[src/hw/rtl/bqh_pkg.sv]
`default_nettype none
// ----------------------------------------------------------------------------
// bqh_pkg: shared definitions for the bit-quad hole counter
// Sizes, register indexes, reset values and the word passed from the raster
// scan stage to the corner counting stage.
// ----------------------------------------------------------------------------
package bqh_pkg;

	// Longest row the line buffer holds.
	localparam int MAX_WIDTH    = 4096;
	localparam int HEIGHT_LIMIT = 4096;

	// Field and register widths.
	localparam int PIXEL_W = 8;
	localparam int CFG_W   = 13;
	localparam int COUNT_W = 24;

	// Position counters and the widths used to compare against a frame size.
	localparam int COL_W  = (MAX_WIDTH > 1) ? $clog2(MAX_WIDTH) : 1;
	localparam int ROW_W  = $clog2(HEIGHT_LIMIT);
	localparam int WCMP_W = (COL_W + 1 > CFG_W) ? COL_W + 1 : CFG_W;
	localparam int HCMP_W = (ROW_W + 1 > CFG_W) ? ROW_W + 1 : CFG_W;

	// Configuration register indexes.
	localparam logic REG_IMAGE_WIDTH  = 1'b0;
	localparam logic REG_IMAGE_HEIGHT = 1'b1;

	localparam logic [CFG_W-1:0] WIDTH_RESET  = CFG_W'(640);
	localparam logic [CFG_W-1:0] HEIGHT_RESET = CFG_W'(480);

	// Pixel as it leaves the scan stage.
	typedef struct packed {
		logic             valid;     // a pixel was accepted in the previous cycle
		logic             white;     // pixel is nonzero
		logic             window;    // its 2x2 window lies inside the counted area
		logic             row_end;   // last pixel of a row
		logic             frame_end; // last pixel of the frame
		logic [COL_W-1:0] col;       // column, also the line buffer address
	} scan_t;

endpackage
`default_nettype wire

[src/hw/rtl/bqh_corner.sv]
`default_nettype none
// ----------------------------------------------------------------------------
// bqh_corner: bit-quad classification and frame totals
// Forms the 2x2 window from the line buffer bit, the pixel and the two bits
// kept from the previous column, counts outer and inner corners and loads
// the result register at the end of each frame.
// ----------------------------------------------------------------------------
module bqh_corner (
	input  wire logic                               clk,
	input  wire logic                               arst_n,
	input  wire bqh_pkg::scan_t                     scan_s1,
	input  wire logic                               up_bit,
	output logic                                    out_valid,
	input  wire logic                               out_ready,
	output logic signed [bqh_pkg::COUNT_W-1:0]      hole_count,
	output logic        [bqh_pkg::COUNT_W-1:0]      outer_corners,
	output logic        [bqh_pkg::COUNT_W-1:0]      inner_corners,
	output logic                                    out_busy
);

	logic                          left_q;
	logic                          upper_left_q;
	logic [bqh_pkg::COUNT_W-1:0]   outer_q;
	logic [bqh_pkg::COUNT_W-1:0]   inner_q;
	logic                          out_valid_q;

	logic [2:0]                    white_count;
	logic                          is_outer;
	logic                          is_inner;
	logic signed [bqh_pkg::COUNT_W:0] diff;
	logic signed [bqh_pkg::COUNT_W:0] diff_adj;

	// Window population and classification.
	always_comb begin
		white_count = 3'(upper_left_q) + 3'(up_bit) + 3'(left_q) + 3'(scan_s1.white);
		is_outer    = scan_s1.window && (white_count == 3'd1);
		is_inner    = scan_s1.window && (white_count == 3'd3);
	end

	// Quotient by four, rounded toward zero: bias negative differences by three.
	always_comb begin
		diff     = $signed({1'b0, outer_q}) - $signed({1'b0, inner_q});
		diff_adj = diff + (diff[bqh_pkg::COUNT_W] ? (bqh_pkg::COUNT_W+1)'(3)
		                                          : (bqh_pkg::COUNT_W+1)'(0));
	end

	assign out_busy  = out_valid_q && !out_ready;
	assign out_valid = out_valid_q;

	// Neighbour bits and corner totals.
	always_ff @(posedge clk or negedge arst_n) begin
		if (!arst_n) begin
			left_q       <= 1'b0;
			upper_left_q <= 1'b0;
			outer_q      <= '0;
			inner_q      <= '0;
		end else if (scan_s1.valid) begin
			left_q       <= scan_s1.row_end ? 1'b0 : scan_s1.white;
			upper_left_q <= scan_s1.row_end ? 1'b0 : up_bit;
			if (scan_s1.frame_end) begin
				outer_q <= '0;
				inner_q <= '0;
			end else begin
				if (is_outer && (outer_q != '1)) begin
					outer_q <= outer_q + bqh_pkg::COUNT_W'(1);
				end
				if (is_inner && (inner_q != '1)) begin
					inner_q <= inner_q + bqh_pkg::COUNT_W'(1);
				end
			end
		end
	end

	// Result register; the scan stage holds back a frame-ending word while
	// this register is still occupied.
	always_ff @(posedge clk or negedge arst_n) begin
		if (!arst_n) begin
			out_valid_q <= 1'b0;
		end else if (scan_s1.valid && scan_s1.frame_end) begin
			out_valid_q <= 1'b1;
		end else if (out_ready) begin
			out_valid_q <= 1'b0;
		end
	end

	always_ff @(posedge clk) begin
		if (scan_s1.valid && scan_s1.frame_end) begin
			hole_count    <= {diff_adj[bqh_pkg::COUNT_W], diff_adj[bqh_pkg::COUNT_W:2]};
			outer_corners <= outer_q;
			inner_corners <= inner_q;
		end
	end

endmodule
`default_nettype wire

[config.mk]
export PLATFORM = sky130hd
export DESIGN_NAME = bqh_corner
export DESIGN_NICKNAME = d
export VERILOG_FILES = /design/src/hw/rtl/bqh_pkg.sv /design/src/hw/rtl/bqh_corner.sv
export SDC_FILE = /design/constraint.sdc
export NUM_CORES = 1
export LEC_CHECK = 0
export BUFFER_PORTS_ARGS = -buffer_cell sky130_fd_sc_hd__buf_2
export CAP_MARGIN = 5
export CORE_ASPECT_RATIO = 2
export CORE_MARGIN = 2
export CORE_UTILIZATION = 58
export DETAILED_ROUTE_END_ITERATION = 8
export PLACE_DENSITY = 0.88
export SYNTH_ARGS = -nofsm -noshare
export SYNTH_HDL_FRONTEND = slang
export SYNTH_SLANG_ARGS = --single-unit
[constraint.sdc]
create_clock -name clk -period 5.2 [get_ports clk]
set_clock_uncertainty 0.1 [all_clocks]
set_input_delay 0.52 -clock clk [delete_from_list [all_inputs] [get_ports clk]]
set_output_delay 0.52 -clock clk [all_outputs]
set_load 0.03 [all_outputs]
## Word level (Yosys, flattened, before mapping)

Index checks and enable logic that the tools add are counted.

| word-level totals | value |
|---|---|
| flip-flop bits (word level) | 122 |
| latch bits | 0 |
| memory bits (writable) | 0 |
| ROM bits | 0 |
| input port bits | 21 |
| output and inout bits | 74 |
| word-level logic and storage cells | 40 |
| memories kept | 0 |

| cells by class | value |
|---|---|
| add/sub/neg operators | 7 |
| multiply operators | 0 |
| divide/modulo/power cells | 0 |
| order comparisons | 0 |
| equality and inequality tests | 4 |
| shift operators | 0 |
| mux-type cells | 9 |
| bitwise operators | 0 |
| reductions and logical operators | 12 |

Operators with widths:

| kind | number |
|---|---|
| 24-bit two-way mux | 4 |
| 24-bit by 1-bit adder with 24-bit output, second input constant | 2 |
| 24-bit inequality test, second input constant | 2 |
| 25-bit by 3-bit adder with 25-bit output | 1 |
| 24-bit by 24-bit subtractor with 25-bit output | 1 |
| 1-bit logical AND | 6 |
| 2-bit nonzero test | 3 |
| 1-bit two-way mux | 4 |
| 2-bit AND reduction | 2 |
| 2-bit by 1-bit adder with 3-bit output | 1 |
| 3-bit by 1-bit adder with 3-bit output | 1 |
| 3-bit by 1-bit == test with 1-bit output, second input constant | 1 |
| 3-bit by 2-bit == test with 1-bit output, second input constant | 1 |
| 1-bit by 1-bit adder with 2-bit output | 1 |
| 2-bit two-way mux | 1 |
| 1-bit logical NOT | 1 |

## Longest topological paths before layout

| logic depth | value |
|---|---|
| depth after elaboration | 8 |
| depth in mapped cells | 18 |

## Least setup slack after synthesis

Ideal clock, no wire load.

| timing | value |
|---|---|
| path kind | register -> register |
| start | register outer_q[0] in the netlist's numbering |
| end | register hole_count[14] in the netlist's numbering (data pin) |
| arrival | 3.773 ns |
| data required time | 4.833 ns |
| path slack | 1.060 ns |
| stages on the path, launching flop included | 18 |
| period minus slack after synthesis | 4.140 ns |
| cells stage by stage | dfrtp_1 -> inv_1 -> ha_1 -> fa_1 -> nand2b_1 -> a21o_1 -> a21oi_2 -> a31oi_2 -> nand2b_1 -> a21oi_1 -> ha_1 -> nand2b_1 -> a211oi_1 -> a41o_1 -> and4_1 -> nor4b_4 -> nand4_1 -> xor2_1 |

| between the ends | value |
|---|---|
| longest elaborated chain between the ends | 3 |

Ends and longest elaborated chain:

| what | RTL line | source |
|---|---|---|
| start: declaration | bqh_corner.sv:23 | `logic [bqh_pkg::COUNT_W-1:0] outer_q;` |
| start signal: assignment | bqh_corner.sv:65 | `outer_q <= outer_q + bqh_pkg::COUNT_W'(1);` |
| 24-bit by 24-bit subtractor with 25-bit output (*) | bqh_corner.sv:42 | `diff = $signed({1'b0, outer_q}) - $signed({1'b0, inner_q});` |
| 2-bit two-way mux | bqh_corner.sv:43 | `diff_adj = diff + (diff[bqh_pkg::COUNT_W] ? (bqh_pkg::COUNT_W+1)'(3)` |
| 25-bit by 3-bit adder with 25-bit output (*) | bqh_corner.sv:43 |  |
| via diff_adj, one bit | bqh_corner.sv:31 | `logic signed [bqh_pkg::COUNT_W:0] diff_adj;` |
| end signal: assignment | bqh_corner.sv:88 | `hole_count <= {diff_adj[bqh_pkg::COUNT_W], diff_adj[bqh_pkg::COUNT_W:2]};` |
| end: declaration | bqh_corner.sv:15 | `output logic signed [bqh_pkg::COUNT_W-1:0] hole_count,` |

Mark *: on every way through the listed nets, which the timed path passes. The rest lies on a longest branch.
A chain may end at the register's enable or synchronous reset.

## Worst setup path after layout

Same ends and word-level chain as after synthesis.

==> reports/summary.txt <==
First-pass GRT wire length = 26300 µm
Reg-to-Reg Start = outer_q[0]
First-pass DRT Iterations = 5
Tot GR Track Use = 0.275
Die W = 80.9 µm
Fmax = 206 MHz
Via count = 5320
Clock Power Share = 0.393
Minimum clock period = 4.84 ns
Post-synth EDFFs = 71
CTS Root Cell = clkbuf_16
Fill cells = 903
RSZ-0062 raised after global routing = no
Final WL = 16500 µm
Area after DPL = 0.00737 mm²
Sequential Power Share = 0.396
CTS tree = built
Peak VDD IR = 279 µV
Unique masters post-synth = 82
Rows = 56
Arrival time at the worst endpoint = 4.90 ns
Sink Count = 122
Post-Syn Nets = 693
Commonest non-fill, non-tap cells in the layout = 82 x buf_2, 73 x nor2_1, 71 x edfxtp_1, 51 x dfrtp_1, 48 x xnor2_1
Crit path launch = outer_q[0]
GRT busiest layer = met2
CTS Buf Count = 17
Post_cts resized = 0
Layout cell share with drive strength beyond 1 = 0.203
Area occupied by multi-input gates = 0.00320 mm²
Min-Delay Path Class = in2async
Async SR Flop Fraction = 0.418
Setup TNS Final = 0 ns
Clock Latency Late Sink = 0.42 ns
Least-Margin Pin Slew = 0.788 ns
Post-CTS Setup Bufs = 0
Core box area = 0.0116 mm²
Final WS setup = 0.356 ns
Setup violators final = 0
Crit-path max FO = 8
Power Dens Cells = 355 mW/mm²
Vias per inst = 5.98
DP HPWL = 12200 µm
Cell Area, Synth = 0.00685 mm²
Met2 Track Usage GR = 0.500
Register area share after synthesis = 0.497
Design area = 0.00792 mm²
Port Buffer Count = 82
Post-Synthesis Cells = 641
Net Switching = 0.838 mW
GRT met3 Usage = 0.0479
Switching share of power = 0.298
Met1 usage = 0.275
FF/Latch Area = 0.00341 mm²
Hold-fix buffers, CTS = 0
Pint = 1.98 mW
Commonest non-fill, non-tap cell in the layout = buf_2
Yosys top cell by area = edfxtp_1
H-tree levels = 4
Worst setup EP type = register
Worst relative slew slack = 0.470
Initial core utilization = 0.589
Critical Path RT = 5.25 ns
DR WL/cell = 18.5 µm
Total power = 2.81 mW
Critical path type = reg2reg
Antenna violations before repair = 0
Status = completed
Slew Viols, Final = 0
LEAKAGE = 3.52 nW
Fin nets = 783
Main synth FF type = edfxtp_1
Gr ovfl total = 0
Die area = 0.0128 mm²
DIE HEIGHT = 158 µm
CP Launch Type = register
Gate power share = 0.211
Flops & latches, synth = 122
Clk pin slew, worst setup/hold paths = 0.06 ns
Clock Path Buffers = 2
Synth top area share = 0.311
Dpl ws = 0.424 ns
RD Place Congestion = 0.926
Final Hold Viols = 0
Largest net degree at the start of global routing = 62
Fin crit share = 0.932
DRT iter0 DRCs = 353
Drt drc = 0
Synthesis Warnings = 0
Post-route ant nets = 0
Synth Area per Inst = 10.7 µm²
Area growth, synth to finish = 15.7%
Inserted Diodes = 0
I/O Pins = 95
Vias in the first global route = 5418
Area contributors post-synth = edfxtp_1 31%, dfrtp_1 19%, xnor2_1 6.1%
Max-Cap Viols = 0
## synth_stat cells, drive strengths merged (5+ instances only)
library cell,number
nor2,73
edfxtp,71
dfrtp,51
nand2,49
xnor2,48
a21oi,36
inv,34
ha,29
xor2,29
nand3,22
o21ai,18
nor3,17
and3,15
nand4,14
and2,12
clkbuf,9
nand2b,9
a21o,8
buf,8
or2,7
nor2b,6
or3,6
a31oi,5
nor4,5
## path summary, 6_finish.rpt
check | endpoint | slack, ns | cells after the start
worst max register to register | hole_count[14] | 0.36 | 17
worst min register to register | inner_corners[9] | 0.37 | 0
worst min-delay path | inner_q[9] | 0.1 | 2
min in group clk | upper_left_q | 0.18 | 2
worst max-delay path | hole_count[14] | 0.36 | 17
max in group asynchronous | inner_q[16] | 4.42 | 2
## layout make-up
class | count | share of cell area
flip-flops and latches | 122 | 0.430
inverters | 34 | 0.0161
multi-input cells | 468 | 0.404
clock buffers | 19 | 0.0546
clock inverters | 13 | 0.0152
repair buffers | 88 | 0.0575
well taps | 145 | 0.0229
## metal layers
layer,up-vias,share of wire
met5,-,0
met4,0,0.056
met1,2598,0.35
met2,173,0.56
met3,62,0.038
li1,2487,-
## critical path, stage by stage, from the launching register on
cell and delay [ns]:
dfrtp_1 0.45, inv_1 0.11, ha_1 0.28, fa_1 0.41, nand2b_1 0.18, a21o_1 0.22
a21oi_2 0.26, a31oi_2 0.18, nand2b_1 0.11, a21oi_1 0.10, ha_1 0.32, nand2b_1 0.07
a211oi_1 0.31, a41o_1 0.33, and4_1 0.27, nor4b_4 0.49, nand4_1 0.19, xor2_1 0.19
## cell families after synthesis
logic type	after synthesis	synth area share
compound gates	112	0.117
fa+ha+maj	31	0.0588
xor+xnor	77	0.0984
buf+inv	51	0.0362
mux	2	0.00310
flops	122	0.497
simple gates	246	0.189
## power by group through the flow
stage / clock network (mW) / registers (mW) / logic [mW]
6_report: 1.10 / 1.11 / 0.594
5_1_grt: 1.15 / 1.12 / 0.645
4_1_cts: 1.11 / 1.12 / 0.594
3_5_place_dp: 0 / 1.13 / 0.588
3_3_place_gp: 0 / 1.13 / 0.574
2_1_floorplan: 0 / 1.21 / 0.376
## sequential cells by signal (all words and copies together), names as in the netlist
register / cells
upper_left_q: 1
hole_count: 23
outer_q: 24
inner_q: 24
outer_corners: 24
inner_corners: 24
left_q: 1
out_valid: 1
## metrics by stage
stage                util  hold WS [ns]  instances
detailed placement  0.634         0.353        857
CTS                 0.681         0.131        889
finish              0.681        0.0960        889
global placement    0.634         0.341        857
floorplan               -         0.124        641
global route        0.681         0.160        889
Note: power is estimated with default switching activity, not from simulation.
