### config.mk
export PLATFORM = sky130hd
export DESIGN_NAME = bqh_scan
export DESIGN_NICKNAME = d
export VERILOG_FILES = /design/src/hw/rtl/bqh_pkg.sv /design/src/hw/rtl/bqh_scan.sv
export SDC_FILE = /design/constraint.sdc
export NUM_CORES = 1
export LEC_CHECK = 0
export BUFFER_PORTS_ARGS = -buffer_cell sky130_fd_sc_hd__buf_2
export CORE_MARGIN = 2
export CORE_UTILIZATION = 30
export CTS_CLUSTER_SIZE = 12
export DETAILED_ROUTE_END_ITERATION = 12
export GPL_TIMING_DRIVEN = 1
export HOLD_SLACK_MARGIN = 0.06
export PLACE_DENSITY = 0.57
export SYNTH_ARGS = -nofsm -noshare
export SYNTH_HDL_FRONTEND = slang
export SYNTH_SLANG_ARGS = --single-unit
### constraint.sdc
create_clock -name clk -period 5.8 [get_ports clk]
set_clock_uncertainty 0.2 [all_clocks]
set_input_delay 0 -clock clk [delete_from_list [all_inputs] [get_ports clk]]
set_output_delay 0 -clock clk [all_outputs]
set_load 0.05 [all_outputs]
### src/hw/rtl/bqh_pkg.sv
`default_nettype none
// ----------------------------------------------------------------------------
// bqh_pkg: shared definitions for the bit-quad hole counter
// Sizes, register indexes, reset values and the word passed from the raster
// scan stage to the corner counting stage.
// ----------------------------------------------------------------------------
package bqh_pkg;

	// Longest row the line buffer holds.
	localparam int MAX_WIDTH    = 4096;
	localparam int HEIGHT_LIMIT = 4096;

	// Field and register widths.
	localparam int PIXEL_W = 8;
	localparam int CFG_W   = 13;
	localparam int COUNT_W = 24;

	// Position counters and the widths used to compare against a frame size.
	localparam int COL_W  = (MAX_WIDTH > 1) ? $clog2(MAX_WIDTH) : 1;
	localparam int ROW_W  = $clog2(HEIGHT_LIMIT);
	localparam int WCMP_W = (COL_W + 1 > CFG_W) ? COL_W + 1 : CFG_W;
	localparam int HCMP_W = (ROW_W + 1 > CFG_W) ? ROW_W + 1 : CFG_W;

	// Configuration register indexes.
	localparam logic REG_IMAGE_WIDTH  = 1'b0;
	localparam logic REG_IMAGE_HEIGHT = 1'b1;

	localparam logic [CFG_W-1:0] WIDTH_RESET  = CFG_W'(640);
	localparam logic [CFG_W-1:0] HEIGHT_RESET = CFG_W'(480);

	// Pixel as it leaves the scan stage.
	typedef struct packed {
		logic             valid;     // a pixel was accepted in the previous cycle
		logic             white;     // pixel is nonzero
		logic             window;    // its 2x2 window lies inside the counted area
		logic             row_end;   // last pixel of a row
		logic             frame_end; // last pixel of the frame
		logic [COL_W-1:0] col;       // column, also the line buffer address
	} scan_t;

endpackage
`default_nettype wire

### src/hw/rtl/bqh_scan.sv
`default_nettype none
// ----------------------------------------------------------------------------
// bqh_scan: configuration registers and raster position tracking
// Holds the frame size, follows the column and row of each incoming pixel,
// issues the line buffer read for the pixel above and flags the window,
// row end and frame end for the counting stage.
// ----------------------------------------------------------------------------
module bqh_scan (
	input  wire logic                          clk,
	input  wire logic                          arst_n,
	input  wire logic                          cfg_write,
	input  wire logic                          cfg_index,
	input  wire logic [bqh_pkg::CFG_W-1:0]     cfg_data,
	input  wire logic                          in_valid,
	output logic                               in_ready,
	input  wire logic [bqh_pkg::PIXEL_W-1:0]   pixel,
	input  wire logic                          out_busy,
	output logic                               rd_en,
	output logic      [bqh_pkg::COL_W-1:0]     rd_addr,
	output bqh_pkg::scan_t                     scan_s1
);

	logic [bqh_pkg::CFG_W-1:0]  width_q;
	logic [bqh_pkg::CFG_W-1:0]  height_q;
	logic [bqh_pkg::COL_W-1:0]  col_q;
	logic [bqh_pkg::ROW_W-1:0]  row_q;

	logic [bqh_pkg::WCMP_W-1:0] width_full;
	logic [bqh_pkg::WCMP_W-1:0] width_sat;
	logic [bqh_pkg::HCMP_W-1:0] height_full;
	logic [bqh_pkg::HCMP_W-1:0] height_sat;
	logic [bqh_pkg::COL_W-1:0]  last_col;
	logic [bqh_pkg::ROW_W-1:0]  last_row;
	logic [bqh_pkg::COL_W-1:0]  col_cur;
	logic [bqh_pkg::ROW_W-1:0]  row_cur;
	logic                       row_end;
	logic                       frame_end;
	logic                       window;
	logic                       accept;

	// Frame size saturated to the supported range, and the current position
	// pulled back inside it should the size have shrunk.
	always_comb begin
		width_full  = bqh_pkg::WCMP_W'(width_q);
		height_full = bqh_pkg::HCMP_W'(height_q);
		if (width_full < bqh_pkg::WCMP_W'(2)) begin
			width_sat = bqh_pkg::WCMP_W'(2);
		end else if (width_full > bqh_pkg::WCMP_W'(bqh_pkg::MAX_WIDTH)) begin
			width_sat = bqh_pkg::WCMP_W'(bqh_pkg::MAX_WIDTH);
		end else begin
			width_sat = width_full;
		end
		if (height_full < bqh_pkg::HCMP_W'(2)) begin
			height_sat = bqh_pkg::HCMP_W'(2);
		end else if (height_full > bqh_pkg::HCMP_W'(bqh_pkg::HEIGHT_LIMIT)) begin
			height_sat = bqh_pkg::HCMP_W'(bqh_pkg::HEIGHT_LIMIT);
		end else begin
			height_sat = height_full;
		end
		last_col  = bqh_pkg::COL_W'(width_sat - bqh_pkg::WCMP_W'(1));
		last_row  = bqh_pkg::ROW_W'(height_sat - bqh_pkg::HCMP_W'(1));
		col_cur   = (col_q > last_col) ? last_col : col_q;
		row_cur   = (row_q > last_row) ? last_row : row_q;
		row_end   = (col_cur == last_col);
		frame_end = row_end && (row_cur == last_row);
		// Interior window: neither the first nor the last row or column.
		window    = (row_cur != '0) && (row_cur != last_row) &&
		            (col_cur != '0) && (col_cur != last_col);
	end

	// The word that completes a frame waits only if the result register
	// still holds the previous frame's result.
	assign in_ready = !(frame_end && out_busy);
	assign accept   = in_valid && in_ready;
	assign rd_en    = accept;
	assign rd_addr  = col_cur;

	// Configuration registers.
	always_ff @(posedge clk or negedge arst_n) begin
		if (!arst_n) begin
			width_q  <= bqh_pkg::WIDTH_RESET;
			height_q <= bqh_pkg::HEIGHT_RESET;
		end else if (cfg_write) begin
			case (cfg_index)
				bqh_pkg::REG_IMAGE_WIDTH:  width_q  <= cfg_data;
				bqh_pkg::REG_IMAGE_HEIGHT: height_q <= cfg_data;
				default: ;
			endcase
		end
	end

	// Raster position.
	always_ff @(posedge clk or negedge arst_n) begin
		if (!arst_n) begin
			col_q <= '0;
			row_q <= '0;
		end else if (accept) begin
			if (row_end) begin
				col_q <= '0;
				row_q <= frame_end ? '0 : row_cur + bqh_pkg::ROW_W'(1);
			end else begin
				col_q <= col_cur + bqh_pkg::COL_W'(1);
				row_q <= row_cur;
			end
		end
	end

	// Stage register towards the counting stage.
	always_ff @(posedge clk or negedge arst_n) begin
		if (!arst_n) begin
			scan_s1 <= '0;
		end else begin
			scan_s1.valid <= accept;
			if (accept) begin
				scan_s1.white     <= (pixel != '0);
				scan_s1.window    <= window;
				scan_s1.row_end   <= row_end;
				scan_s1.frame_end <= frame_end;
				scan_s1.col       <= col_cur;
			end
		end
	end

endmodule
`default_nettype wire

# == After elaboration in Yosys (flattened, before gate mapping) ==
# Cells that the tools add are included.
# totals
ff_bits,67
# op_classes
n_mux,9
n_reduce_logical,12
n_bitwise,1
n_addsub,4
eq_ne,4
order_cmp,6
# op_table
op,n
two-way mux 12 bit,9
> comparator 13 bit (second input constant),2
less-than comparator 13 x 2 -> 1 bit (second input constant),2
adder 12 x 1 -> 12 bit (second input constant),2
equality test 12 bit,2
> comparator 12 bit,2
!= test 12 bit,2
nonzero test 12 bit,2
subtractor 12 x 1 -> 12 bit (second input constant),2
nonzero test 8 bit,1
logical AND 1 bit,6
AND reduction 2 bit,2
zero test 1 bit,1
inverter 1 bit,1

# == Longest topological paths before layout ==
# Gate-level depths: netlist (run 1).
# depth
word_depth,11
ltp_mapped,33
mapped_depth_nobuf,27

# == Worst setup path before layout (run 1) ==
# Ideal clock, no wire load.
# synth_path
path_type,register -> register
from,"register width_q, in the netlist width_full[8]"
to,register col_q[8] (netlist bit)
path_stages_with_launch,29
setup_ps,85
arrival_ps,6930
slack_ps,-1415
period_less_slack_ps,7215
required_time_ps,5515
cell_sequence,dfrtp_1 -> buf_6 -> or4_4 -> o31ai_1 -> ha_1 -> buf_4 -> or4b_1 -> clkbuf_1 -> a211oi_2 -> xnor2_1 -> a21o_1 -> ha_1 -> and4_1 -> nand3_1 -> a21oi_1 -> o21ai_0 -> and4b_1 -> o32ai_2 -> buf_2 -> buf_2 -> o21ai_0 -> ha_1 -> nand3_1 -> nor2_1 -> nand2_1 -> mux2i_1 -> nand2_1 -> xor2_1 -> o21ai_0
# synth_between
elab_chain_len,11
elab_cells_between_ends,14
classes_between,add/sub (2); order compare (3); eq/ne (1); mux (4); reduce/logical (4)
# synth_rtl
item,line_no,text
"start, declared",bqh_scan.sv:23,logic [bqh_pkg::CFG_W-1:0] width_q;
"start signal, assigned",bqh_scan.sv:81,width_q <= bqh_pkg::WIDTH_RESET;
"start signal, assigned",bqh_scan.sv:85,bqh_pkg::REG_IMAGE_WIDTH: width_q <= cfg_data;
> comparator 13 bit,bqh_scan.sv:48,end else if (width_full > bqh_pkg::WCMP_W'(bqh_pkg::MAX_WIDTH)) begin
two-way mux 12 bit,bqh_scan.sv:48,
two-way mux 12 bit (*),bqh_scan.sv:46,if (width_full < bqh_pkg::WCMP_W'(2)) begin
subtractor 12 x 1 -> 12 bit (*),bqh_scan.sv:60,last_col = bqh_pkg::COL_W'(width_sat - bqh_pkg::WCMP_W'(1));
> comparator 12 bit,bqh_scan.sv:62,col_cur = (col_q > last_col) ? last_col : col_q;
two-way mux 12 bit (*),bqh_scan.sv:62,
named net rd_addr (one bit),bqh_scan.sv:19,"output logic [bqh_pkg::COL_W-1:0] rd_addr,"
branches (longest 5 deep; another with adder 12 x 1 -> 12 bit),n/a,
"end signal, assigned",bqh_scan.sv:102,col_q <= col_cur + bqh_pkg::COL_W'(1);
"end, declared",bqh_scan.sv:25,logic [bqh_pkg::COL_W-1:0] col_q;
# Mark *: on every way through the listed nets, which the timed path passes.
# A chain may end at the register's enable or synchronous reset.

# == Worst setup path after layout (run 1) ==
# layout_path
from,"register width_q, in the netlist width_full[7]"
to,register row_q[3] (netlist bit)
# layout_between
elab_chain_len,11
elab_cells_between_ends,14
classes_between,add/sub (1); order compare (3); eq/ne (1); mux (5); reduce/logical (4)
# layout_rtl
item,line_no,text
> comparator 13 bit,bqh_scan.sv:48,
two-way mux 12 bit,bqh_scan.sv:48,
two-way mux 12 bit (*),bqh_scan.sv:46,
subtractor 12 x 1 -> 12 bit (*),bqh_scan.sv:60,
> comparator 12 bit,bqh_scan.sv:62,
two-way mux 12 bit,bqh_scan.sv:62,
equality test 12 bit (*),bqh_scan.sv:64,row_end = (col_cur == last_col);
logical AND 1 bit,bqh_scan.sv:65,frame_end = row_end && (row_cur == last_row);
logical AND 1 bit,bqh_scan.sv:73,assign in_ready = !(frame_end && out_busy);
zero test 1 bit,bqh_scan.sv:73,
logical AND 1 bit,bqh_scan.sv:74,assign accept = in_valid && in_ready;
"end signal, assigned",bqh_scan.sv:100,row_q <= frame_end ? '0 : row_cur + bqh_pkg::ROW_W'(1);
"end signal, assigned",bqh_scan.sv:103,row_q <= row_cur;
"end, declared",bqh_scan.sv:26,logic [bqh_pkg::ROW_W-1:0] row_q;
# Every way passes the cells marked *; elsewhere a longest branch is shown, timed or not.

==> results.toml, run 1 <==
[power]
switching_share = 0.494
combPwrFrac = 0.581
intPower_w = 0.00168
p_clk_frac = 0.169
p_per_area_nw_per_um2 = 467
seqPwrFrac = 0.250
peakVddDrop_mv = 0.423
power.total_w = 0.00333
cellLeakagePower_nw = 2.94
power_switching_w = 0.00164

[sta]
finalCritPeriodShare = 0.975
finalSetupViolations = 0
rsz0062_at_grt = "yes"
layout_min_cycle_time_ps = 5660
slew_headroom = 0.384
worst_pin_slew_ps = 918
finalHoldViolations = 0
max_freq_ghz = 0.177
slew_viol_final = 0

[layout]
seqCellArea_um2 = 1680
area_delta_synth_final_pct = 28.0
nets = 808
multiInputGateArea_um2 = 3780
antennaDiodeCount = 0
post-route-cell-area_um2 = 7130
drive_above_1_share = 0.290
fillerInstances = 1817

[synth]
yosys_warnings = 0
synth.distinct_cells = 79
synthesis.area_um2 = 5570
synthArstFlopShare = 1.00
avgSynthCellArea_um2 = 8.54
synth_top_area_frac = 0.274
ys.flop_type = "dfrtp_1"
synth_area_leader_cell = "dfrtp_1"
synth_nets = 704
synth_edf_count = 0
seq_area_frac_synth = 0.302
ys_ff_latch = 67
synthesis.instances = 652
synth_area_leaders = "dfrtp_1 (27%), mux2_2 (8.5%), ha_1 (5.6%)"

[clock_network]
clkTransAtPathRegs_ps = 60
insertion_delay_ps = 350
cts_max_path_buffers = 2
numCtsBuffers = 9
cts-root-buf = "clkbuf_16"
htree_levels = 3
cts.sinks = 67
cts_tree = "built"

[critical_path]
crit_path_frequent_cell = "buf_4"
cp_cell_sequence = "or4_4, o31ai_4, ha_2, or4b_4, a211oi_4, xnor2_1, a21o_1, ha_4, and4_4, nand3_4, a21oi_2, o21ai_1, and4b_2, o32ai_4, buf_4, buf_4, and2_1, buf_4, or3_1, a22o_1, a221o_1"
crit_fanout = 11
critPathTopFamily = "simple AND/OR/NAND/NOR gates"
crit_path_start_kind = "flip-flop"
cp.buffers_inverters = 3
cp-end-kind = "flip-flop"
critical_path.max_stage_delay_ps = 570
critPathKind = "reg2reg"
cp.arrival_ps = 5690
critical_path_required_ps = 5830
cp_slowest_cell = "or4_4"

[floorplanning]
core_um2 = 18100
die_x_um = 140
core.rowCount = 49
num_io_pins = 58
initial_core_util = 0.308
die_h_um = 140
die-area_um2 = 19700

[global_route]
grtUsageTotal = 0.171
grt_pass1_vias = 5315
grt_max_degree = 68
grt_overflow = 0
antenna_found_initial = 0
grt_first_pass_wirelength_mm = 27.3

[placed_design]
port_buffers = 57
placed_cell_area_um2 = 6390
dp_hpwl_mm = 12.3
place_congestion = 0.874

[drt]
remaining_drc_errors = 0
dr.pass1.iters = 5
drt_iter0_drc = 408
vias = 5425
avgRoutedWirePerCell_um = 16.7
vias_per_cell = 5.48
finalWirelength_mm = 16.5
final_antenna_net_count = 0

[outcome]
status = "completed"

[hold_path]
hold_class = "in2async"

[job]
max_cap_viol_count = 0
synth_stat cells, types with 3 or more instances:
master,n
xor2_1,13
dfstp_2,6
nor3_1,25
buf_2,7
nand2b_1,4
nand2_1,55
xnor2_1,20
o22ai_1,6
nor4b_1,3
clkbuf_1,28
nor2_1,36
mux2_2,42
or4_1,5
nor2b_1,11
o211ai_1,8
dfrtp_1,61
inv_1,33
a21oi_1,28
nand4_1,11
and3_1,10
a31oi_1,7
or3_1,16
a21o_1,5
o21ai_1,3
o21a_1,8
mux2i_1,8
ha_1,25
a221o_1,4
a211oi_1,5
o21ai_0,41
and2_1,3
nor4_2,3
a211o_1,3
o31ai_1,5
a311oi_1,3
a2111oi_0,7
nor4_1,16
nand3_1,25
layout by cell type, fill, tap and decap left out, types with 11 or more instances in the layout:
cell           instances
a21oi_1               25
ha_1                  20
dfrtp_1               61
inv_1                 30
buf_2                 55
dlygate4sd3_1         22
xor2_1                13
buf_4                 53
nor3_1                25
xnor2_1               20
o21ai_0               34
nand3_1               22
nor2_1                34
nor4_1                15
or3_1                 16
nand4_1               11
nand2_1               54
mux2_2                42
timing repair:
item                                    CTS  global route
hold endpoints to repair                105             1
cloned                                    0             1
resized for setup                         1            26
pin swaps                                 1            17
buffers inserted                          0            11
hold buffers                             21             1
endpoints found under the setup margin    1             8
cells by family (layout without fill, tap and decap cells):
group                      count (synthesis)  count (layout)  synth area share
AOI/OAI and AO/OA                        163             164             0.205
xor gates and xnor gates                  33              33            0.0519
adders and majority gates                 25              25            0.0562
buffers and inverters                     75             183            0.0562
DFF                                       67              67             0.302
muxes                                     50              50            0.0993
and+or+nand+nor                          239             239             0.229
layer usage:
metal  GRT usage  wire [um]  up-vias
li1            -          -     2643
met1       0.219       7460     2625
met2       0.294       7990      130
met3      0.0263        719       27
met4      0.0579        353        0
met5           0          0        -
worst paths after layout:
path | slack, ps | startpoint | endpoint | depth (start not counted)
max in group asynchronous | 4660 | arst_n | row_q[7] | 2
setup reg to reg | 140 | width_full[7] | row_q[3] | 21
min in group clk | 210 | cfg_write | height_full[9] | 3
hold / removal | 120 | arst_n | height_full[2] | 2
setup / recovery | 140 | width_full[7] | row_q[3] | 21
hold reg to reg | 280 | scan_s1[15] | scan_s1[15] | 1
power by group through the flow:
| stage | Combinational [W] | Clock [W] | Sequential (W) |
|---|---|---|---|
| finish | 0.00193 | 0.000562 | 0.000831 |
| global route | 0.00212 | 0.000594 | 0.000855 |
| CTS | 0.00185 | 0.000575 | 0.000823 |
| detailed placement | 0.00183 | 0 | 0.000831 |
| global placement | 0.00183 | 0 | 0.000832 |
| floorplan | 0.00127 | 0 | 0.000895 |
worst register-to-register path: stages (launching register included):
cell,delay [ps]
dfstp_2,370
or4_4,570
o31ai_4,280
ha_2,230
or4b_4,520
a211oi_4,220
xnor2_1,100
a21o_1,230
ha_4,280
and4_4,210
nand3_4,80
a21oi_2,110
o21ai_1,60
and4b_2,320
o32ai_4,150
buf_4,190
buf_4,130
and2_1,200
buf_4,200
or3_1,380
a22o_1,220
a221o_1,310
per-stage QoR:
step	worst slack [ps]	cells	TNS, ps	utilization	hold WS [ps]
2_1_floorplan	-52.4	652	-160	-	-496
3_5_place_dp	33.8	940	0	0.353	-1.77
4_1_cts	5.76	977	0	0.382	76.2
5_1_grt	-63.3	990	-102	0.394	242
6_report	144	990	0	0.394	117
3_3_place_gp	219	940	0	0.353	0.240
registers in the layout (all words and copies together) (netlist names):
name         count
width_full      13
height_full     13
scan_s1         17
col_q           12
row_q           12
final cells by class:
cell class | instances | share of cell area
clock buffers | 10 | 0.0335
clock inverters | 6 | 0.00913
inverters | 34 | 0.0183
multi-input cells | 511 | 0.531
flip-flops and latches | 67 | 0.236
well taps | 229 | 0.0402
repair buffers | 133 | 0.132
(Power assumes the default switching activity.)
==> inputs of run 2 (changes only) <==
CELL_PAD_IN_SITES_DETAIL_PLACEMENT = 0   (was unset)
CELL_PAD_IN_SITES_GLOBAL_PLACEMENT = 2   (was unset)
PLACE_DENSITY = 0.8   (was 0.57)
==> run 2 against run 1 <==
Net effect: die area is the same; combinational power about the same; fmax down 0.54%; first-iteration DRC count shrank 15%; routed wire length up 9.7%; utilization decreased by 0.32 points; clock power rose by 10%; global-route usage grew 1.6 points; clock-buffer cell count unchanged; worst hold slack better by 35 ps; flip-flop and latch count unchanged; total power grew 2.1%; critical path type unchanged; highest routed layer unchanged.
==> results.toml, run 2 (same netlist as run 1, synthesis figures left out) <==
[layout]
final_common_cell = "dfrtp_1"
largest_register = "scan_s1"
drive_above_1_share = 0.286
post-route-cell-area_um2 = 7070
antennaDiodeCount = 0
area_delta_synth_final_pct = 27.0
nets = 802
largest_register_ffs = 17
fillerInstances = 1817
layout_common_cells = "dfrtp_1 (61), buf_2 (56), nand2_1 (54)"

[drt]
remaining_drc_errors = 0
vias_per_cell = 5.57
wl_met2_mm = 9.35
met1_length_mm = 7.92
vias = 5482
dr.pass1.iters = 5
avgRoutedWirePerCell_um = 18.4
routed-wl-met3_um = 522
highest_layer = "met4"
drt_iter0_drc = 345
finalWirelength_mm = 18.1
final_antenna_net_count = 0

[sta]
max_freq_ghz = 0.176
finalSetupViolations = 0
finalSetupTns_ps = 0
slew_viol_final = 0
worst_pin_slew_ps = 1170
layout_min_cycle_time_ps = 5690
finalHoldViolations = 0
worst_hold_slack_ps = 152
finalCritPeriodShare = 0.980
slew_headroom = 0.219
rsz0062_at_grt = "yes"

[placed_design]
place_congestion = 0.929
port_buffers = 57
placed_cell_area_um2 = 6310
dp_hpwl_mm = 13.3

[job]
max_cap_viol_count = 0

[critical_path]
crit_path_start_kind = "flip-flop"
critPathKind = "reg2reg"
critical_path_required_ps = 5830
cp-end-kind = "flip-flop"
crit_fanout = 6
critPathLaunch = "width_full[9]"
cp.arrival_ps = 5720
r2r_start = "width_full[9]"

[power]
seqPwrFrac = 0.249
power_switching_w = 0.00168
p_clk_frac = 0.183
switching_share = 0.494
p_per_area_nw_per_um2 = 480
intPower_w = 0.00172
combPwrFrac = 0.568
cellLeakagePower_nw = 2.92
peakVddDrop_mv = 0.326

[hold_path]
hold_class = "in2async"

[clock_network]
cts_max_path_buffers = 2
insertion_delay_ps = 350
numCtsBuffers = 9
cts_tree = "built"
cts-root-buf = "clkbuf_16"
cts.sinks = 67
htree_levels = 3
clkTransAtPathRegs_ps = 60

[floorplanning]
die_h_um = 140
initial_core_util = 0.308
core.rowCount = 49
num_io_pins = 58
die_x_um = 140
core_um2 = 18100
die-area_um2 = 19700

[global_route]
grtUsageTotal = 0.187
grt_pass1_vias = 5453
antenna_found_initial = 0
grt_max_degree = 68
grt_overflow = 0
grt_first_pass_wirelength_mm = 29.2

[outcome]
status = "completed"
[run 2: repair_timing]
action                                  4_1_cts  5_1_grt
hold endpoints to repair                    105        0
endpoints found under the setup margin        1       12
hold buffers                                 21        0
pin swaps                                     0       17
gates resized for setup                       1       26
buffers inserted                              0       15
[run 2: cell type report]
| cell class | count | area, um2 | area share |
|---|---|---|---|
| Timing Repair Buffer | 128 | 886 | 0.125 |
| Clock buffer | 10 | 239 | 0.0338 |
| Tap cell | 229 | 287 | 0.0405 |
| Clock inverter | 6 | 87.6 | 0.0124 |
| Inverter | 34 | 130 | 0.0184 |
| Sequential cell | 67 | 1680 | 0.238 |
| Multi-Input combinational cell | 510 | 3760 | 0.531 |
[run 2: final timing paths]
check	cells past startpoint	slack [ps]	end
setup reg to reg	24	110	scan_s1[14]
hold / removal	2	150	row_q[8]
max in group asynchronous	2	4650	col_q[11]
min in group clk	3	170	width_full[12]
setup / recovery	24	110	scan_s1[14]
hold reg to reg	1	270	scan_s1[15]
[run 2: power by group through the flow]
stage	combinational (W)	clock, W	sequential [W]
after global placement	0.00181	0	0.000842
after global routing	0.00211	0.000653	0.000865
after detailed placement	0.00183	0	0.000844
final	0.00193	0.000621	0.000844
after floorplan	0.00127	0	0.000895
after CTS	0.00185	0.000631	0.000837
[run 2: worst max-delay path, stage by stage (launching register included)]
cell and delay (ps):
dfstp_2 390, or4_4 560, o31ai_4 290, ha_2 220, or4b_4 520, a211oi_4 270
xnor2_1 100, a21o_1 230, ha_4 270, and4_1 170, nand3_2 100, a21oi_2 110
o21ai_1 60, and4b_1 300, o32ai_4 160, nor2_2 180, a21oi_4 60, inv_2 100
ha_4 140, nand3_2 70, nor4_2 300, nand4_1 140, or3_4 410, a21oi_2 140
o31ai_1 80
[run 2: layer usage]
metal | global-route usage | up-vias
li1 | - | 2632
met4 | 0.0643 | 0
met5 | 0 | -
met1 | 0.228 | 2714
met3 | 0.0308 | 24
met2 | 0.334 | 112
[run 2: metrics by stage]
step,util,power (W),std cells,worst slack (ps)
floorplan,-,0.00216,652,-52.4
global placement,0.349,0.00266,932,244
detailed placement,0.349,0.00268,932,73.2
CTS,0.379,0.00332,969,37.6
global route,0.391,0.00363,984,-132
finish,0.391,0.00339,984,113
==> inputs of run 3 (changes only) <==
ABC_AREA = 1   (was unset)
PLACE_DENSITY = 0.86   (was 0.8)
==> run 3 against run 2 <==
Net effect: area after synthesis is 3.4% lower; combinational power is 22% higher; sequential share of layout area is 3.0 points higher; utilization is 3.0 points lower; die area is 3.3% lower; total power is 7.2% higher; critical endpoint is now scan_s1[15].
==> results.toml, run 3 <==
[synth]
yosys_warnings = 0
synth_edf_count = 0
synthArstFlopShare = 1.00
synth_top_area_frac = 0.284
avgSynthCellArea_um2 = 6.73
synth_nets = 851
synthesis.area_um2 = 5380
synth_area_leader_cell = "dfrtp_1"
yosysMostFrequentCell = "nand2_1"
ys.flop_type = "dfrtp_1"
synthTopCellsByCount = "nand2_1 (254), inv_1 (110), nand3_1 (78), dfrtp_1 (61)"
synth.distinct_cells = 42
ys_ff_latch = 67
seq_area_frac_synth = 0.313
synthesis.instances = 799
synth_area_leaders = "dfrtp_1 (28%), nand2_1 (18%), inv_1 (7.7%)"

[floorplanning]
num_io_pins = 58
die_x_um = 138
die_h_um = 138
core_um2 = 17400
core.rowCount = 48
die-area_um2 = 19000
initial_core_util = 0.309

[drt]
avgRoutedWirePerCell_um = 13.0
vias = 5043
final_antenna_net_count = 0
remaining_drc_errors = 0
finalWirelength_mm = 14.2
vias_per_cell = 4.59
dr.pass1.iters = 5
drt_iter0_drc = 276

[layout]
post-route-cell-area_um2 = 6290
fin_cells = 1099
layout_common_cells = "nand2_1 (254), inv_1 (110), nand3_1 (78)"
largest_register_ffs = 17
drive_above_1_share = 0.145
area_delta_synth_final_pct = 16.9
antennaDiodeCount = 0
largest_register = "scan_s1"
final_common_cell = "nand2_1"
fillerInstances = 1886
nets = 921

[placed_design]
placed_cell_area_um2 = 5800
dp_cells = 1063
port_buffers = 57
place_congestion = 0.786
dp_hpwl_mm = 11.0

[clock_network]
numCtsBuffers = 9
cts.sinks = 67
htree_levels = 3
cts_tree = "built"
insertion_delay_ps = 340
clkTransAtPathRegs_ps = 60
cts-root-buf = "clkbuf_16"
cts_max_path_buffers = 2

[global_route]
antenna_found_initial = 0
grtUsageTotal = 0.160
grt_overflow = 0
grt_max_degree = 68
grt_first_pass_wirelength_mm = 24.0
grt_pass1_vias = 4718

[sta]
layout_min_cycle_time_ps = 5170
finalSetupTns_ps = 0
slew_viol_final = 0
slew_headroom = 0.425
worst_pin_slew_ps = 863
finalHoldViolations = 0
max_freq_ghz = 0.193
finalSetupViolations = 0
finalCritPeriodShare = 0.891
rsz0062_at_grt = "no"

[critical_path]
crit_fanout = 36
critical_path_required_ps = 5820
cp.arrival_ps = 5190
cp-end-kind = "flip-flop"
critPathKind = "reg2reg"
crit_path_start_kind = "flip-flop"

[job]
max_cap_viol_count = 0

[outcome]
status = "completed"

[power]
peakVddDrop_mv = 0.501
cellLeakagePower_nw = 3.35
p_per_area_nw_per_um2 = 579

[hold_path]
hold_class = "in2reg"
[run 3: critical path, cell delays in order, from the launching register on]
cell and delay, ps:
dfstp_2 570, nor2_1 50, nand2_1 80, nor2_2 50, nand2_2 70, nand2_4 120
nand2_2 130, nand3_1 140, nor2_1 230, nand3_1 130, xor2_1 300, inv_1 100
ha_1 300, nand2_1 70, nor2_1 180, nand4_1 130, nand3_2 190, nand2_4 250
nand3_1 160, nand2_1 60, nor2_1 140, nand2_1 120, nor2_4 230, nand4_2 150
nand2_4 230, o21ai_0 100, dlygate4sd3_1 560
[run 3: final timing paths]
| path | from | end | slack (ps) | depth (start not counted) |
|---|---|---|---|---|
| worst max-delay path | width_full[7] | scan_s1[15] | 630 | 26 |
| worst min-delay path | cfg_write | height_full[6] | 170 | 4 |
| worst max register to register | width_full[7] | scan_s1[15] | 630 | 26 |
| worst min register to register | scan_s1[6] | scan_s1[6] | 280 | 2 |
| max in group asynchronous | arst_n | height_full[9] | 4630 | 3 |
| min in group asynchronous | arst_n | row_q[9] | 180 | 3 |
[run 3: through the flow]
stage | util | total power [W] | worst slack (ps) | hold slack (ps)
global route | 0.361 | 0.00401 | 1.78 | 285
finish | 0.361 | 0.00364 | 630 | 169
CTS | 0.359 | 0.00366 | 345 | 103
detailed placement | 0.333 | 0.00312 | 503 | 69.8
global placement | 0.333 | 0.00312 | 465 | 68.9
floorplan | - | 0.00263 | 1370 | -496
[run 3: layout make-up]
type / count / area, um2 / area share
Clock buffer: 9 / 225 / 0.0358
Clock inverter: 7 / 50.0 / 0.00796
Inverter: 112 / 420 / 0.0669
Multi-Input combinational cell: 598 / 3110 / 0.495
Sequential cell: 67 / 1680 / 0.268
Tap cell: 225 / 282 / 0.0448
Timing Repair Buffer: 81 / 513 / 0.0816
[run 3: repair_timing]
| item | CTS | global route |
|---|---|---|
| endpoints found under the setup margin | 0 | 32 |
| setup buffers | 0 | 1 |
| gates resized for setup | 0 | 2 |
| hold endpoints to repair | 102 | 5 |
| hold buffers | 18 | 1 |
[run 3: cell families after synthesis]
kind of cell             count (synthesis)  share of synthesized area
AND/OR/NAND/NOR                        455                      0.381
XOR/XNOR                                19                     0.0310
flip-flops                              67                      0.313
AO/OA/AOI/OAI                           99                      0.107
buffers and inverters                  134                      0.110
adder cells (fa/ha/maj)                 25                     0.0582
[run 3: report_power, final]
part | leakage [nW] | internal [W] | switching [W]
Combinational | 2.38 | 0.000673 | 0.00167
Clock | 0.140 | 0.000291 | 0.000222
Sequential | 0.830 | 0.000617 | 0.000162
[run 3: metal layers]
layer	share of wire	track usage	wire length, um	vias to the layer above
li1	-	-	-	2719
met1	0.53	0.235	7500	2216
met2	0.43	0.243	6110	101
met3	0.038	0.0303	539	7
met4	0.0069	0.0380	98	0
met5	0	0	0	-
